**config.mk**
```make
export PLATFORM = sky130hd
export DESIGN_NAME = ctmc_step
export DESIGN_NICKNAME = d
export VERILOG_FILES = /design/src/design/ctmc_pkg.sv /design/src/design/ctmc_step.sv
export SDC_FILE = /design/constraint.sdc
export NUM_CORES = 1
export LEC_CHECK = 0
export ABC_AREA = 1
export BUFFER_PORTS_ARGS = -buffer_cell sky130_fd_sc_hd__clkbuf_2
export CAP_MARGIN = 20
export CORE_UTILIZATION = 40
export DETAILED_ROUTE_END_ITERATION = 16
export GPL_TIMING_DRIVEN = 0
export PLACE_DENSITY = 0.79
export RECOVER_POWER = 50
export SLEW_MARGIN = 20
export SYNTH_ARGS = -nofsm -noshare
export SYNTH_HDL_FRONTEND = slang
export SYNTH_SLANG_ARGS = --single-unit
export TNS_END_PERCENT = 30
```
**constraint.sdc**
```tcl
create_clock -name vclk -period 4.26
set_clock_uncertainty 0.1 [all_clocks]
set_input_delay 0.213 -clock vclk [all_inputs]
set_output_delay 0.213 -clock vclk [all_outputs]
set_load 0.1 [all_outputs]
```
**src/design/ctmc_pkg.sv**
```systemverilog
`timescale 1ns / 1ps
`default_nettype none
// ----------------------------------------------------------------------------
// ctmc_pkg
// Types and codes shared by the trailer map checker modules.
// ----------------------------------------------------------------------------
package ctmc_pkg;

  typedef enum logic [8:0] {
    PH_MAP     = 9'b000000001,
    PH_MAP_EXT = 9'b000000010,
    PH_KEY     = 9'b000000100,
    PH_KEY_EXT = 9'b000001000,
    PH_KEY_PAY = 9'b000010000,
    PH_VAL     = 9'b000100000,
    PH_VAL_EXT = 9'b001000000,
    PH_VAL_PAY = 9'b010000000,
    PH_DONE    = 9'b100000000
  } phase_e;

  // byte roles
  localparam logic [2:0] ROLE_MAP_HEAD = 3'd0;
  localparam logic [2:0] ROLE_KEY_HEAD = 3'd1;
  localparam logic [2:0] ROLE_KEY_PAY  = 3'd2;
  localparam logic [2:0] ROLE_VAL_HEAD = 3'd3;
  localparam logic [2:0] ROLE_VAL_PAY  = 3'd4;
  localparam logic [2:0] ROLE_IGNORED  = 3'd5;

  // value kinds
  localparam logic [1:0] KIND_UINT  = 2'd0;
  localparam logic [1:0] KIND_BYTES = 2'd1;
  localparam logic [1:0] KIND_TEXT  = 2'd2;
  localparam logic [1:0] KIND_BOOL  = 2'd3;

  // status codes
  localparam logic [2:0] ST_OK         = 3'd0;
  localparam logic [2:0] ST_TRUNCATED  = 3'd1;
  localparam logic [2:0] ST_BAD_LENGTH = 3'd2;
  localparam logic [2:0] ST_WRONG_TYPE = 3'd3;
  localparam logic [2:0] ST_TOO_MANY   = 3'd4;
  localparam logic [2:0] ST_BAD_VALUE  = 3'd5;
  localparam logic [2:0] ST_TRAILING   = 3'd6;

  // major types
  localparam logic [2:0] MT_UINT  = 3'd0;
  localparam logic [2:0] MT_BYTES = 3'd2;
  localparam logic [2:0] MT_TEXT  = 3'd3;
  localparam logic [2:0] MT_MAP   = 3'd5;
  localparam logic [2:0] MT_SIMPLE = 3'd7;

  // additional info
  localparam logic [4:0] AI_ONE_BYTE = 5'd24;
  localparam logic [4:0] AI_TWO_BYTE = 5'd25;

  localparam logic [15:0] SIMPLE_FALSE = 16'd20;
  localparam logic [15:0] SIMPLE_TRUE  = 16'd21;

  localparam logic [7:0] MAX_ENTRIES_RESET = 8'd32;

  typedef struct packed {
    phase_e      phase;
    logic [1:0]  len_left;
    logic [15:0] accum;
    logic [15:0] pay_left;
    logic [7:0]  entries_left;
    logic [7:0]  cur_entry;
    logic [1:0]  cur_kind;
    logic [2:0]  err;
  } parse_state_t;

  localparam parse_state_t PARSE_RESET = '{
    phase:        PH_MAP,
    len_left:     2'd0,
    accum:        16'd0,
    pay_left:     16'd0,
    entries_left: 8'd0,
    cur_entry:    8'd0,
    cur_kind:     2'd0,
    err:          3'd0
  };

  typedef struct packed {
    logic [2:0]  role;
    logic [7:0]  entry;
    logic [1:0]  kind;
    logic [15:0] arg;
    logic        head_done;
    logic        entry_done;
    logic        last;
    logic [2:0]  status;
  } result_t;

endpackage
`default_nettype wire

```
**src/design/ctmc_step.sv**
```systemverilog
`timescale 1ns / 1ps
`default_nettype none
// ----------------------------------------------------------------------------
// ctmc_step
// One byte of parse: classifies the byte and computes the next parse state.
// ----------------------------------------------------------------------------
module ctmc_step
  import ctmc_pkg::*;
(
  input  parse_state_t st_i,
  input  logic [7:0]   byte_i,
  input  logic         last_i,
  input  logic [7:0]   max_entries_i,
  output parse_state_t st_o,
  output result_t      res_o
);

  logic [2:0]   mtype;
  logic [4:0]   info;
  logic         type_ok;
  logic [1:0]   head_kind;
  logic         fin;
  logic [1:0]   fin_cls;   // 0 map, 1 key, 2 value
  logic [15:0]  fin_arg;
  logic         end_entry;
  logic [15:0]  accum_n;
  logic [1:0]   len_n;
  logic [15:0]  pay_n;
  logic [7:0]   entries_n;
  parse_state_t nst;
  result_t      res;

  assign mtype = byte_i[7:5];
  assign info  = byte_i[4:0];
  assign accum_n = {st_i.accum[7:0], byte_i};
  assign len_n   = st_i.len_left - 2'd1;
  assign pay_n   = st_i.pay_left - 16'd1;

  always_comb begin
    case (mtype)
      MT_UINT:  head_kind = KIND_UINT;
      MT_BYTES: head_kind = KIND_BYTES;
      MT_TEXT:  head_kind = KIND_TEXT;
      default:  head_kind = KIND_BOOL;
    endcase
  end

  always_comb begin
    nst = st_i;
    res = '0;
    res.entry = st_i.cur_entry;
    fin = 1'b0;
    fin_cls = 2'd0;
    fin_arg = {11'd0, info};
    end_entry = 1'b0;
    type_ok = 1'b0;
    entries_n = st_i.entries_left - 8'd1;

    if (st_i.err != ST_OK) begin
      res.role = ROLE_IGNORED;
    end else begin
      unique case (st_i.phase)
        PH_MAP, PH_KEY, PH_VAL: begin
          if (st_i.phase == PH_MAP) begin
            res.role = ROLE_MAP_HEAD;
            fin_cls = 2'd0;
            type_ok = (mtype == MT_MAP);
          end else if (st_i.phase == PH_KEY) begin
            res.role = ROLE_KEY_HEAD;
            fin_cls = 2'd1;
            type_ok = (mtype == MT_TEXT);
          end else begin
            res.role = ROLE_VAL_HEAD;
            fin_cls = 2'd2;
            type_ok = (mtype == MT_UINT) || (mtype == MT_BYTES) ||
                      (mtype == MT_TEXT) || (mtype == MT_SIMPLE);
          end
          // length form check comes before the type check
          if (info > AI_TWO_BYTE) begin
            nst.err = ST_BAD_LENGTH;
          end else if (!type_ok) begin
            nst.err = ST_WRONG_TYPE;
          end else begin
            if (st_i.phase == PH_VAL) begin
              nst.cur_kind = head_kind;
              res.kind = head_kind;
            end
            if (info < AI_ONE_BYTE) begin
              fin = 1'b1;
            end else begin
              nst.len_left = (info == AI_ONE_BYTE) ? 2'd1 : 2'd2;
              nst.accum = 16'd0;
              if (st_i.phase == PH_MAP) nst.phase = PH_MAP_EXT;
              else if (st_i.phase == PH_KEY) nst.phase = PH_KEY_EXT;
              else nst.phase = PH_VAL_EXT;
            end
          end
        end
        PH_MAP_EXT, PH_KEY_EXT, PH_VAL_EXT: begin
          if (st_i.phase == PH_MAP_EXT) begin
            res.role = ROLE_MAP_HEAD;
            fin_cls = 2'd0;
          end else if (st_i.phase == PH_KEY_EXT) begin
            res.role = ROLE_KEY_HEAD;
            fin_cls = 2'd1;
          end else begin
            res.role = ROLE_VAL_HEAD;
            fin_cls = 2'd2;
            res.kind = st_i.cur_kind;
          end
          nst.accum = accum_n;
          nst.len_left = len_n;
          fin_arg = accum_n;
          fin = (len_n == 2'd0);
        end
        PH_KEY_PAY: begin
          res.role = ROLE_KEY_PAY;
          nst.pay_left = pay_n;
          if (pay_n == 16'd0) nst.phase = PH_VAL;
        end
        PH_VAL_PAY: begin
          res.role = ROLE_VAL_PAY;
          res.kind = st_i.cur_kind;
          nst.pay_left = pay_n;
          end_entry = (pay_n == 16'd0);
        end
        PH_DONE: begin
          res.role = ROLE_IGNORED;
          nst.err = ST_TRAILING;
        end
        default: begin
          res.role = ROLE_IGNORED;
        end
      endcase

      if (fin) begin
        case (fin_cls)
          2'd0: begin
            if (fin_arg > {8'd0, max_entries_i}) begin
              nst.err = ST_TOO_MANY;
            end else begin
              nst.entries_left = fin_arg[7:0];
              nst.cur_entry = 8'd0;
              nst.phase = (fin_arg == 16'd0) ? PH_DONE : PH_KEY;
              res.arg = fin_arg;
              res.head_done = 1'b1;
            end
          end
          2'd1: begin
            nst.pay_left = fin_arg;
            nst.phase = (fin_arg == 16'd0) ? PH_VAL : PH_KEY_PAY;
            res.arg = fin_arg;
            res.head_done = 1'b1;
          end
          default: begin
            if (nst.cur_kind == KIND_BOOL && fin_arg != SIMPLE_FALSE &&
                fin_arg != SIMPLE_TRUE) begin
              nst.err = ST_BAD_VALUE;
              res.kind = KIND_UINT;
            end else begin
              if (nst.cur_kind == KIND_BYTES || nst.cur_kind == KIND_TEXT) begin
                nst.pay_left = fin_arg;
                if (fin_arg != 16'd0) nst.phase = PH_VAL_PAY;
                else end_entry = 1'b1;
              end else begin
                end_entry = 1'b1;
              end
              res.arg = fin_arg;
              res.head_done = 1'b1;
            end
          end
        endcase
      end

      if (end_entry) begin
        res.entry_done = 1'b1;
        nst.entries_left = entries_n;
        nst.cur_entry = st_i.cur_entry + 8'd1;
        nst.phase = (entries_n == 8'd0) ? PH_DONE : PH_KEY;
      end
    end

    if (last_i) begin
      res.last = 1'b1;
      if (nst.err != ST_OK) res.status = nst.err;
      else res.status = (nst.phase == PH_DONE) ? ST_OK : ST_TRUNCATED;
      nst = PARSE_RESET;
    end
  end

  assign st_o  = nst;
  assign res_o = res;

endmodule
`default_nettype wire

```
; ---- Word level (Yosys, flattened, before mapping)
; Index checks and enable logic that the tools add are counted.
[totals]
n_memories = 0
elab_cells = 136
out_inout_bits = 99
reg_bits = 0
ramBits = 0
rom_bits = 0
latchBits = 0
input_bits = 81
[classes]
magnitude_cmp = 3
n_eq_ne = 21
n_addsub = 4
bitwise_logic = 0
n_mux = 89
reduce_logical = 19
n_div = 0
shifts = 0
mul = 0
[ops]
columns = operator, count
row1 = $mux 16, 8
row2 = $mux 64, 2
row3 = $mux 9, 10
row4 = $mux 27, 3
row5 = $mux 2, 21
row6 = $pmux 18 s2, 1
row7 = $pmux 9 s2, 2
row8 = $mux 17, 2
row9 = $pmux 17 s2, 1
row10 = $logic_not 16->1, 2
row11 = $mux 32, 1
row12 = $ne 16x5->1 const B, 2
row13 = $pmux 16 s2, 1
row14 = $mux 3, 8
row15 = $mux 20, 1
row16 = $mux 19, 1
row17 = $eq 9x9->1 const B, 2
row18 = $mux 1, 17
row19 = $gt 16x8->1, 1
row20 = $reduce_bool 16->1, 1
row21 = $sub 16x1->16 const B, 1
row22 = $pmux 2 s3, 2
row23 = $pmux 3 s2, 2
row24 = $pmux 3 s4, 1
row25 = 31 further kinds, 43

; ---- Longest topological paths before layout
; Gate-level depths: netlist (run 1).
[logic_depth]
ltp_word = 25
mapped_depth = 27
mapped_depth_nobuf = 27

; ---- Least setup slack after synthesis (run 1)
; OpenSTA, ideal clock, no wires.
[synth_path]
path_type = input to output
start = in st_i[62] in the netlist's numbering
end = out st_o[5] in the netlist's numbering
slack_ns = -1.161
cell_stages = 19
path_buffers = 0
t_required_ns = 3.947
t_arrival_ns = 5.108
path_cell_list = nor2_2 -> nand3_2 -> nor2_4 -> nor2_1 -> a21oi_1 -> nand2_1 -> nand2_1 -> nor2_1 -> inv_1 -> a21oi_1 -> a21o_1 -> ha_1 -> a21oi_4 -> nand2_4 -> nand2_4 -> inv_2 -> nor2_1 -> o21ai_0 -> a31oi_1
[synth_rtl]
columns = element, line
row1 = "start, declared", ctmc_step.sv:10  ; input parse_state_t st_i,
row2 = "end, declared", ctmc_step.sv:14  ; output parse_state_t st_o,

==> results of run 1 <==
## cell families (layout without fill, tap and decap cells)
group | count (synthesis) | in the layout
and+or+nand+nor | 413 | 413
adders and majority gates | 14 | 14
buffers and inverters | 163 | 342
xor gates and xnor gates | 13 | 13
AOI/OAI and AO/OA | 167 | 167
## critical path, cell delays in order
cell and delay (ns):
clkbuf_2 0.17, nor2_2 0.15, nand3_1 0.12, nor2_4 0.21, nor2_1 0.06, a21oi_1 0.12, nand2_1 0.13, nand2_1 0.12
nor2_1 0.05, inv_1 0.12, a21oi_1 0.09, a21o_1 0.19, ha_1 0.35, inv_1 0.05, nor2_1 0.14, nand2_1 0.07
nand2_1 0.14, inv_1 0.16, o21ai_0 0.34, o221ai_1 0.18, inv_1 0.09, clkbuf_2 0.45
## final cells by class
class,count,area (µm²)
Buffer,36,196.4
Fill cell,1044,4409
Inverter,127,481.7
Multi-Input combinational cell,607,3179
Tap cell,129,161.4
Timing Repair Buffer,179,855.8
## metal layers
metal | GRT usage [%] | vias up | part of all wire (%)
met4 | 6.132 | 0 | 2.0
met1 | 41.60 | 2567 | 42
met3 | 2.925 | 36 | 10
li1 | - | 2882 | -
met2 | 52.63 | 307 | 45
met5 | 0 | - | 0
## layout by cell type, fill, tap and decap left out, types with 12 or more instances in the layout
master / synthesis / final
nand2_1: 181 / 181
o211ai_1: 13 / 13
clkbuf_2: 0 / 143
xor2_1: 12 / 12
a21oi_1: 51 / 51
ha_1: 14 / 14
nand4_1: 14 / 15
inv_1: 112 / 113
clkbuf_1: 17 / 52
o21ai_0: 55 / 55
nor2_1: 109 / 108
inv_2: 13 / 12
nand3_1: 54 / 55
## final timing paths
kind	start	to	slack [ns]
setup / recovery	st_i[57]	st_o[29]	0.22
hold / removal	last_i	res_o[3]	0.92
## where the power goes
group          internal [µW]  switching, µW  total [µW]
sequential                 0              0           0
clock                      0              0           0
combinational            125            528         654
## stage by stage
stage / setup TNS (ns) / power, µW
final: 0 / 653.8
after global routing: 0 / 691.0
after CTS: 0 / 653.9
after detailed placement: 0 / 652.4
after global placement: 0 / 650.5
after floorplan: -1.272 / 497.7
## repair_timing
item                       CTS  global route
setup endpoints to repair    0             2
buffers inserted             0             0
gates resized for setup      0             3
==> results_dict.tcl, run 1 <==
set metrics [dict create \
    status "complete, no violations" \
    port_buffers 179 \
    fmax_mhz 247.7 \
    start_kind "input port" \
    cp_max_fo 10 \
    hold_viol_final 0 \
    drtAntennaViolNets 0 \
    synthTopCellsByArea "nand2_1, inv_1, nor2_1, o21ai_0, nand3_1" \
    layout_setup_ws_ns 0.2225 \
    critPathKind "in2out" \
    antenna_found_initial 0 \
    place_area_um2 4940 \
    leakage_uw 0.002684 \
    gp_congestion 1.004 \
    fin_nets 1046 \
    dp_hpwl_mm 13.19 \
    pre_cts_ws_ns 0.3245 \
    syn-cell-area_um2 3867 \
    avgViaCountPerCell 5.373 \
    slew_headroom_pct 19.61 \
    synth.top_cell.area_share_pct 17.57 \
    postCtsHoldBufs 0 \
    final_area_um2 4875 \
    dr.pass1.iters 5 \
    rsz0062_at_grt "no" \
    vdd_drop_max_mv 0.07985 \
    die_area_um2 10070 \
    arrival_ns 3.72 \
    fin_util_pct 52.51 \
    cp-end-kind "output port" \
    nClkBuffers 0 \
    post-synth-top-count-cell "nand2_1" \
    synth-adder-area-share_pct 4.529 \
    final_cells 1078 \
    drive_above_1_share_pct 23.29 \
    finalWirelength_mm 15.85 \
    syn2layout_area_growth_pct 26.04 \
    synthCells 770 \
    dieWidth_um 100.3 \
    whs_ns 0.9211 \
    synth_nets 865 \
    std_cell_rows 35 \
    grt_usage_pct 30.67 \
    wire_per_inst_um 14.70 \
    start_util_pct 41.66 \
    synth_seq_area_share_pct 0 \
    period_needed_ns 4.037 \
    cp_data_required_time_ns 3.95 \
    vias 5792 \
    n_antenna_cell 0 \
    synth_compound_area_share_pct 25.33 \
    synth_commonest_cells "nand2_1, inv_1, nor2_1, o21ai_0, nand3_1" \
    grt_pass1_vias 5070 \
    synth_top_family_by_area "simple AND/OR/NAND/NOR gates" \
    grt_max_degree 11 \
    slew_viol_final 0 \
    synth-warning-count 0 \
    drt_iter0_drc 660 \
    yosys.area_share.simple_pct 49.66 \
    avgSynthCellArea_um2 5.023 \
    design.seq.count 0 \
    place_inst 1078 \
    worst_pin_slew_ns 1.211 \
    grt_pass1_wl_mm 24.94 \
    hold_depth 2 \
    fp.dieH_um 100.3 \
    synth_xor_area_share_pct 2.944 \
    core_um2 9284 \
    grt_overflow 0 \
    power_density_nw_per_um2 134.1 \
    muxShareOfSynthArea_pct 0 \
    yosys.area.top_type "nand2_1" \
    ys_types 48 \
    io_pins 180 \
    hp-class "in2out" \
    min_period_over_period_pct 94.78 \
    remaining_drc_errors 0 \
    setup_viol 0 \
    ff_latch_area_um2 0 \
    max-cap-violations 0 \
]
(Power assumes the default switching activity.)
==> run 2: changes to the inputs <==
Settings changed: CORE_MARGIN set to 8, REMOVE_ABC_BUFFERS set to 1.
==> run 2 against run 1 <==
Against the previous run: the flow now finishes with violations (max-capacitance violations, max-slew violations); combinational power is 2% lower; worst hold slack worse by 0.067 ns; die area is 30% higher; final cell count is 2.6% lower; final area is 1.5% lower; count of clock-buffer cells in the layout stayed put; first-iteration DRC count is 30% lower; non-clock buffer count is 32 lower; maximum frequency is 0.14% lower; global-route usage is 8.6 points lower; critical path type unchanged; highest routed layer unchanged.
==> results_dict.tcl, run 2 (synthesis gave the netlist of run 1 again) <==
set metrics [dict create \
    grt_overflow 0 \
    violations "max-capacitance violations, max-slew violations" \
    io_pins 180 \
    core_um2 9594 \
    cp-end-kind "output port" \
    swShare_pct 80.48 \
    drive_above_1_share_pct 22.90 \
    total_power_uw 642.3 \
    gp_congestion 0.9655 \
    fp.dieH_um 114.3 \
    dp_hpwl_mm 12.35 \
    max-cap-violations 1 \
    pwr-share-comb_pct 100.0 \
    avgViaCountPerCell 5.263 \
    hold_depth 4 \
    start_kind "input port" \
    drtAntennaViolNets 0 \
    design.seq.count 0 \
    slew_headroom_pct -14.07 \
    syn2layout_area_growth_pct 24.10 \
    grt_usage_pct 22.04 \
    remaining_drc_errors 0 \
    rsz0062_at_grt "yes" \
    worst_pin_slew_ns 1.711 \
    finalWirelength_mm 15.31 \
    hp-class "in2out" \
    period_needed_ns 4.043 \
    setup-tns-final_ns 0 \
    layout_common_cells "nand2_1, clkbuf_2, inv_1" \
    status "complete, but fails checks" \
    place_inst 1049 \
    min_period_over_period_pct 94.91 \
    setup_viol 0 \
    hold_path_end "st_o[16]" \
    seq_power_share_pct 0 \
    n_antenna_cell 0 \
    antenna_found_initial 0 \
    final_cells 1050 \
    fin_util_pct 50.03 \
    final_common_cell "nand2_1" \
    arrival_ns 3.73 \
    internal_power_uw 125.4 \
    grt_pass1_vias 5036 \
    fin_nets 1014 \
    vdd_drop_max_mv 0.07209 \
    start_util_pct 40.31 \
    cts_setup_buffers 0 \
    whs_ns 0.8537 \
    hold_viol_final 0 \
    slew_viol_final 36 \
    fillers 1135 \
    leakage_uw 0.002628 \
    fmax_mhz 247.3 \
    grt_max_degree 39 \
    port_buffers 180 \
    grt_pass1_wl_mm 24.06 \
    drt_iter0_drc 459 \
    wire_per_inst_um 14.58 \
    switchingPower_uw 516.9 \
    cp_data_required_time_ns 3.95 \
    vias 5526 \
    die_area_um2 13070 \
    power_density_nw_per_um2 133.8 \
    hp-start "st_i[16]" \
    dr.pass1.iters 5 \
    ff_latch_area_um2 0 \
    critPathKind "in2out" \
    clock_power_share_pct 0 \
    dieWidth_um 114.3 \
    nClkBuffers 0 \
    std_cell_rows 36 \
    cp_max_fo 23 \
]
[run 2: cell count changes in the layout (fill, tap and decap cells not counted), sizes merged]
cell	previous run	this run
clkbuf	196	172
buf	19	11
[run 2: timing repair]
item,4_1_cts,5_1_grt
pin swaps,0,0
endpoints found under the setup margin,10,15
gates resized for setup,2,21
hold buffers,0,0
[run 2: layer usage]
metal,global-route usage (%),vias to the layer above,share of wire (%)
met2,38.45,215,47
met1,28.49,2472,44
met5,0,-,0
met3,2.268,22,7.2
met4,4.437,0,1.5
li1,-,2817,-
[run 2: worst max-delay path: stages]
cell and delay (ns):
clkbuf_2 0.13, nor2_2 0.19, nand3_2 0.15, nor2_4 0.18
nor2_1 0.06, a21oi_1 0.12, nand2_1 0.13, nand2_1 0.12
nor2_1 0.06, inv_1 0.11, a21oi_1 0.07, a21o_1 0.19
ha_1 0.35, inv_1 0.06, nor2_1 0.14, nand2_1 0.11
nand2_4 0.23, inv_1 0.25, o21ai_0 0.21, o221ai_1 0.12
inv_1 0.06, clkbuf_2 0.45
[run 2: cell type report]
cell class	instances	area [µm²]	area share (%)
Multi-Input combinational cell	607	3204	66.76
Timing Repair Buffer	183	947.2	19.73
Inverter	127	481.7	10.04
Tap cell	133	166.4	3.467
[run 2: worst max path at each step]
stage | startpoint | to | slack, ns | depth (start not counted)
final | st_i[61] | st_o[30] | 0.22 | 22
after detailed placement | st_i[61] | st_o[34] | -0.39 | 22
after CTS | st_i[61] | st_o[26] | 0.01 | 22
after global routing | st_i[61] | res_o[13] | -0.01 | 17
after global placement | st_i[0] | st_o[40] | -2.76 | 10
after floorplan | st_i[0] | st_o[5] | -2.53 | 7
[run 2: power by group through the flow]
stage	combinational (µW)	clock, µW	sequential [µW]
6_report	642	0	0
5_1_grt	682	0	0
4_1_cts	640	0	0
3_5_place_dp	638	0	0
3_3_place_gp	632	0	0
2_1_floorplan	450	0	0
[run 2: through the flow]
step                setup WS (ns)  area [µm²]
floorplan                  -2.535        3671
global route             -0.01319        4800
CTS                       0.01351        4798
global placement           -2.757        4738
finish                     0.2168        4800
detailed placement        -0.3940        4793
==> run 3: changes to the inputs <==
Settings changed: ABC_AREA 1 to unset, CORE_MARGIN 8 to 10, PLACE_DENSITY 0.79 to 0.81.
==> run 3 against run 2 <==
Against the previous run: the flow now finishes without violations; global-route usage is 0.22 points lower; worst hold slack got worse by 0.073 ns; utilization is 6.8 points higher; synthesized cell count is 28% lower; non-clock buffer count rose by 14; final area is 2.2% lower; sequential share of layout area did not move; critical path depth shrank 7; first-iteration DRC count is 23% lower; maximum frequency decreased by 2.8%; die area fell by 3.6%; critical path type unchanged; largest power group unchanged.
==> results_dict.tcl, run 3 <==
set metrics [dict create \
    ff_latch_area_um2 0 \
    ys_types 77 \
    io_pins 180 \
    core_um2 8258 \
    syn-cell-area_um2 3405 \
    fp.dieH_um 112.3 \
    hold_viol_final 0 \
    max-cap-violations 0 \
    layout_setup_ws_ns 0.09937 \
    synth_commonest_cells "nor2_1, nand2_1, a21oi_1, o21ai_0, clkbuf_1" \
    drive_above_1_share_pct 35.42 \
    vdd_drop_max_mv 0.07342 \
    finalWirelength_mm 15.81 \
    critPathKind "in2out" \
    setup_viol 0 \
    fmax_mhz 240.3 \
    slew_headroom_pct 19.69 \
    cp_cell_sequence "clkbuf_2, xor2_2, o2111a_2, nand2_1, inv_1, ha_1, and3_1, a211oi_1, o211ai_1, a31oi_4, o41ai_4, a21boi_2, o31a_1, nor2_1, clkbuf_2" \
    synth-warning-count 0 \
    synthCells 555 \
    path_common_cell "clkbuf_2" \
    n_antenna_cell 0 \
    std_cell_rows 33 \
    port_buffers 180 \
    dp_hpwl_mm 11.73 \
    dieWidth_um 112.3 \
    fin_nets 800 \
    period_needed_ns 4.161 \
    wire_per_inst_um 19.57 \
    hp-class "in2out" \
    final_cells 808 \
    yosys.area.top_type "nor2_1" \
    drtAntennaViolNets 0 \
    worst_pin_slew_ns 1.210 \
    antenna_found_initial 0 \
    start_kind "input port" \
    avgSynthCellArea_um2 6.134 \
    fin_util_pct 56.83 \
    final_common_cell "clkbuf_2" \
    design.seq.count 0 \
    syn2layout_area_growth_pct 37.85 \
    place_inst 790 \
    start_util_pct 41.23 \
    gp_congestion 0.9455 \
    dr.pass1.iters 5 \
    cp-end-kind "output port" \
    postCtsHoldBufs 0 \
    avgViaCountPerCell 6.322 \
    min_period_over_period_pct 97.67 \
    cp_max_fo 10 \
    slew_viol_final 0 \
    synthTopCellsByArea "nor2_1, a21oi_1, a22oi_1, nand2_1, o21ai_0" \
    pre_cts_ws_ns -1.210 \
    die_area_um2 12600 \
    grt_usage_pct 21.82 \
    remaining_drc_errors 0 \
    synth_seq_area_share_pct 0 \
    vias 5108 \
    power_density_nw_per_um2 126.8 \
    worst_path_max_delay_cell "o41ai_4" \
    grt_max_degree 67 \
    grt_overflow 0 \
    max_stage_delay_ns 0.59 \
    layout_common_cells "clkbuf_2, nor2_1, nand2_1" \
    status "complete, no violations" \
    leakage_uw 0.001974 \
    grt_pass1_vias 4785 \
    grt_pass1_wl_mm 24.25 \
    fillers 825 \
    synth.top_cell.area_share_pct 7.607 \
    cp_data_required_time_ns 3.95 \
    nClkBuffers 0 \
    post-synth-top-count-cell "nor2_1" \
    drt_iter0_drc 353 \
    arrival_ns 3.85 \
]
-- run 3: cell count changes after synthesis, moves of 14 or more --
| cell | change |
|---|---|
| nand2_1 | -131 |
| inv_1 | -86 |
| nand3_1 | -41 |
| nor2_1 | -40 |
| a22oi_1 | +23 |
| o21ai_0 | -19 |
| and3_1 | +14 |
-- run 3: critical path, delay by kind of cell --
family,cells,cell delay [ns]
AOI/OAI and AO/OA,7,1.75
and+or+nand+nor,3,0.48
adders and majority gates,1,0.32
xor gates and xnor gates,1,0.26
buffers and inverters,3,0.81
-- run 3: cell type report --
cell class / instances / area (µm²) / share of cell area, %
repair buffers: 197 / 1176 / 25.06
well taps: 105 / 131.4 / 2.799
multi-input cells: 480 / 3288 / 70.06
inverters: 26 / 97.59 / 2.079
-- run 3: where the power goes --
group	internal (µW)	switching [µW]
Sequential	0	0
Clock	0	0
Combinational	133	462
-- run 3: cell families after synthesis --
family | Yosys count | share of synthesized area, %
buffers and inverters | 80 | 11.28
AND/OR/NAND/NOR | 256 | 40.79
adder cells (fa/ha/maj) | 14 | 5.145
AO/OA/AOI/OAI | 191 | 38.88
XOR/XNOR | 13 | 3.565
multiplexers | 1 | 0.3307
-- run 3: final timing paths --
check	startpoint	to	slack, ns	cells after the start
max	st_i[61]	st_o[2]	0.1	15
min	st_i[12]	st_o[12]	0.78	4
-- run 3: timing repair --
action                     4_1_cts  5_1_grt
pin swaps                        5       15
gates cloned                     3        2
buffers inserted                 4        9
gates resized for setup         55       77
setup endpoints to repair       64       54
-- run 3: routing by layer --
layer  share of wire (%)  up-vias  routed length (µm)  GRT usage, %
li1                    -     2378                   -             -
met1                  39     2368                6118         27.28
met2                  48      317                7548         36.46
met3                  10       45                1649         4.420
met4                 3.1        0                 493         7.107
met5                   0        -                   0             0
-- run 3: per-stage QoR --
step	instance area, µm²	hold WS, ns	power [µW]	TNS, ns
2_1_floorplan	3118	0.3260	363.9	-77.04
3_3_place_gp	4150	0.7909	544.8	-124.11
3_5_place_dp	4195	0.7962	553.5	-51.87
4_1_cts	4451	0.7859	575.7	0
5_1_grt	4693	0.8176	622.7	-0.2903
6_report	4693	0.7808	595.1	0
